File: src/hdl/ame_pkg.sv
// ----------------------------------------------------------------------------
// ame_pkg
// Shared sizes, command codes and control types of the attention matmul engine.
// ----------------------------------------------------------------------------
package ame_pkg;

  localparam int MAX_LEN    = 64;
  localparam int MAX_DIM    = 64;
  localparam int STORE_COLS = (MAX_LEN > MAX_DIM) ? MAX_LEN : MAX_DIM;

  localparam int ROW_W  = (MAX_LEN > 1) ? $clog2(MAX_LEN) : 1;
  localparam int COL_W  = (STORE_COLS > 1) ? $clog2(STORE_COLS) : 1;
  localparam int ADDR_W = ROW_W + COL_W;
  localparam int MEM_DEPTH = 1 << ADDR_W;

  localparam int SIZE_W = 7;
  localparam int ELEM_W = 16;
  localparam int MUL_W  = 2 * ELEM_W;
  localparam int PROD_W = 38;
  localparam int ACC_RAW_W = MUL_W + COL_W + 1;
  localparam int ACC_W  = (ACC_RAW_W > PROD_W) ? ACC_RAW_W : PROD_W;

  localparam logic [1:0] CMD_LOAD_A = 2'd0;
  localparam logic [1:0] CMD_LOAD_B = 2'd1;
  localparam logic [1:0] CMD_READ   = 2'd2;

  localparam logic [1:0] REG_MODE     = 2'd0;
  localparam logic [1:0] REG_SEQ_LEN  = 2'd1;
  localparam logic [1:0] REG_HEAD_DIM = 2'd2;

  typedef struct packed {
    logic clear;
    logic valid;
  } mac_ctl_t;

endpackage

File: src/hdl/ame_mac.sv
// ----------------------------------------------------------------------------
// ame_mac
// Shared multiply-accumulate unit: registered 16x16 product, then a wide
// accumulator with saturation to the 38-bit result range.
// ----------------------------------------------------------------------------
module ame_mac
  import ame_pkg::*;
(
  input  logic                     clk,
  input  logic                     rst_n,
  input  mac_ctl_t                 ctl,
  input  logic signed [ELEM_W-1:0] a,
  input  logic signed [ELEM_W-1:0] b,
  output logic                     pipe_busy,
  output logic signed [PROD_W-1:0] sum
);

  localparam logic signed [ACC_W-1:0] ACC_PMAX =
    {{(ACC_W - PROD_W + 1){1'b0}}, {(PROD_W - 1){1'b1}}};
  localparam logic signed [ACC_W-1:0] ACC_PMIN = ~ACC_PMAX;

  logic signed [MUL_W-1:0] prod_r;
  logic                    pv_r;
  logic signed [ACC_W-1:0] acc_r;
  logic signed [ACC_W-1:0] acc_nxt;

  always_ff @(posedge clk) begin
    if (!rst_n) begin
      pv_r <= 1'b0;
    end else begin
      pv_r <= ctl.valid;
    end
  end

  always_ff @(posedge clk) begin
    prod_r <= a * b;
    acc_r  <= acc_nxt;
  end

  always_comb begin
    priority if (ctl.clear) begin
      acc_nxt = '0;
    end else if (pv_r) begin
      acc_nxt = acc_r + ACC_W'(prod_r);
    end else begin
      acc_nxt = acc_r;
    end
  end

  always_comb begin
    priority if (acc_r > ACC_PMAX) begin
      sum = ACC_PMAX[PROD_W-1:0];
    end else if (acc_r < ACC_PMIN) begin
      sum = ACC_PMIN[PROD_W-1:0];
    end else begin
      sum = acc_r[PROD_W-1:0];
    end
  end

  assign pipe_busy = pv_r;

endmodule

File: config.mk
export PLATFORM = sky130hd
export DESIGN_NAME = ame_mac
export DESIGN_NICKNAME = d
export VERILOG_FILES = /design/src/hdl/ame_pkg.sv /design/src/hdl/ame_mac.sv
export SDC_FILE = /design/constraint.sdc
export NUM_CORES = 1
export LEC_CHECK = 0
export BUFFER_PORTS_ARGS = -buffer_cell sky130_fd_sc_hd__buf_2
export CAP_MARGIN = 10
export CORE_MARGIN = 1.5
export CORE_UTILIZATION = 58
export DETAILED_ROUTE_END_ITERATION = 8
export GPL_TIMING_DRIVEN = 1
export PLACE_DENSITY = 0.78
export SLEW_MARGIN = 5
export SYNTH_ARGS = -nofsm -noshare
export SYNTH_HDL_FRONTEND = slang
export SYNTH_SLANG_ARGS = --single-unit
File: constraint.sdc
create_clock -name clk -period 20.9 [get_ports clk]
set_input_delay 4.18 -clock clk [delete_from_list [all_inputs] [get_ports clk]]
set_output_delay 4.18 -clock clk [all_outputs]
set_load 0.005 [all_outputs]
==> results.json <==
{
  "port_buffers": 74,
  "grt_pass1_wl_um": 56500,
  "clk_path_buf_depth": 2,
  "fmax_ghz": 0.101,
  "drive_above_1_share_pct": 7.14,
  "place_congestion": 0.888,
  "layout_commonest_cell": "inv_1",
  "hold_class": "flop to flop",
  "finalHoldViolations": 0,
  "antenna_cells": 0,
  "yosys_warnings": 0,
  "cts_root_buffer": "clkbuf_16",
  "dp_hpwl_um": 26100,
  "post-route-period-util_pct": 47.2,
  "synth_cells": 1705,
  "fin_skew_ns": 0.00583,
  "async_reset_ff_share_pct": 0,
  "crit_fanout": 16,
  "critPathTopFamily": "adder cells",
  "crit_chain": "buf_2, nand2_1, inv_1, fa_1, fa_1, inv_1, fa_1, fa_1, fa_1, fa_1, inv_1, ha_1, a21o_1, a21o_1, a21oi_1, o21ai_0, a21oi_1, o21bai_1, o41ai_1, xnor2_1",
  "yosysSeqAreaShare_pct": 9.80,
  "avgViaCountPerCell": 5.57,
  "tns_ns": 0,
  "start_kind": "input pin",
  "ys_top_cells_by_area": "fa_1 36%, ha_1 10%, dfxtp_1 9.8%",
  "cts_resized": 0,
  "syn-num-nets": 2124,
  "cts-hold-fix-buffers": 0,
  "tightestPinTransition_ns": 1.21,
  "clk_latency_ns": 0.34,
  "avgSynthCellArea_um2": 8.63,
  "synth_flop_cell": "dfxtp_1",
  "grt_pass1_vias": 12388,
  "synth-seq-cells": 72,
  "cts_buffers": 9,
  "synth_top_area_cell": "fa_1",
  "ant_nets": 0,
  "layout.nets": 2150,
  "syn-cell-area_mm2": 0.0147,
  "die_x_um": 162,
  "grt_use_total_pct": 26.8,
  "critPathArrivalTime_ns": 10.08,
  "path_clk_slew_ns": 0.06,
  "cts_setup_buffers": 0,
  "dieArea_mm2": 0.0263,
  "period_needed_ns": 9.86,
  "pin_count": 75,
  "slew_headroom_pct": 19.0,
  "grt-ovfl-total": 0,
  "cts_tree": "done",
  "drt-total-wl_um": 32400,
  "synth-edff-count": 0,
  "core-area_mm2": 0.0250,
  "min_path_cells": 2,
  "crit_cells": 20,
  "grt_max_degree": 77,
  "maxSlewViolCount": 0,
  "vias": 11506,
  "cp-startpoint": "b[1]",
  "die_h_um": 162,
  "area_growth_pct": 6.30,
  "drc": 0,
  "rsz0062_at_grt": "no",
  "routedWlPerCell_um": 15.7,
  "layout_common_cells": "328 x inv_1, 263 x fa_1, 184 x nand2_1",
  "dr.pass1.iters": 5,
  "end_kind": "flop",
  "required_ns": 21.12,
  "worstRegToRegCells": 11,
  "htreeDepth": 3,
  "max_stage_delay_ns": 0.84,
  "crit_type": "input pin to flop",
  "synth_cell_type_count": 80,
  "outcome": "completed",
  "critPathSlowestCell": "fa_1",
  "grt_antenna_before_repair": 0,
  "core.rowCount": 58,
  "timing.hold.worst.start": "acc_r[21]",
  "cpMostUsedCell": "fa_1",
  "start_util_pct": 58.8,
  "synth_top_area_share_pct": 35.8,
  "setup_violations": 0,
  "drv_cap": 0,
  "drt-initial-drc-count": 637,
  "cts_sinks": 72,
  "r2r_start": "acc_r[0]",
  "fillCellCount": 2163,
  "critPathBufInv": 4
}
-- stage by stage --
stage | hold WS (ns) | worst slack [ns] | cells | instance area [um^2] | utilization (%)
after global routing | 0.547 | 10.75 | 2066 | 15600 | 62.5
after floorplan | 0.476 | 11.11 | 1705 | 14700 | -
after detailed placement | 0.516 | 10.75 | 2049 | 15300 | 61.0
after CTS | 0.524 | 11.09 | 2065 | 15600 | 62.4
final | 0.524 | 11.04 | 2066 | 15600 | 62.5
after global placement | 0.506 | 10.87 | 2049 | 15300 | 61.0
-- routing by layer --
layer  global-route usage (%)  wire, um  share of wire (%)
met5                        0         0                  0
met4                     10.5      1380                4.2
met3                     3.88      1420                4.4
met2                     49.8     17000                 52
met1                     30.9     12600                 39
-- tightest hold or removal path: stages (launching register included) --
cell and delay, ns:
dfxtp_1 0.34, nand2b_1 0.08, a21oi_1 0.05
-- final cells by class --
type	instances	area (um^2)	share of cell area, %
clock buffer	9	225	1.44
clock inverter	7	120	0.768
sequential	72	1440	9.23
inverter	328	1230	7.87
multi-input combinational	1244	11800	75.5
tap	330	413	2.64
timing repair buffer	76	398	2.54
-- cell families after synthesis --
family / count (synthesis) / share of synthesized area [%]
buf+inv: 389 / 9.94
flops: 72 / 9.80
compound gates: 244 / 11.1
mux: 19 / 1.30
xor+xnor: 58 / 3.45
fa+ha+maj: 383 / 46.0
simple gates: 540 / 18.4
-- state kept, by name (all words and copies together), names as in the netlist --
signal	flops
pipe_busy	1
acc_r	39
prod_r	32
-- cells in the mapped netlist (9+ instances only) --
cell        n
inv_1     328
fa_1      263
nand2_1   184
and2_1    129
ha_1      120
nor2_1    112
dfxtp_1    72
o21ai_0    61
clkbuf_1   58
a21oi_1    52
xnor2_1    41
a21o_1     26
nand2b_1   20
mux2i_1    18
xor2_1     17
nor3_1     15
nand3_1    13
a31oi_1    12
o21a_1     12
a211oi_1   11
nand4_1     9
nor2b_1     9
-- final timing paths --
| check | end | slack [ns] |
|---|---|---|
| worst max-delay path | prod_r[31] | 11.04 |
| worst min-delay path | acc_r[21] | 0.52 |
| worst max register to register | acc_r[38] | 18.01 |
| worst min register to register | acc_r[21] | 0.52 |
Power is not shown: default switching activity piles up to over one toggle a cycle in this logic, so the estimate is an artifact.
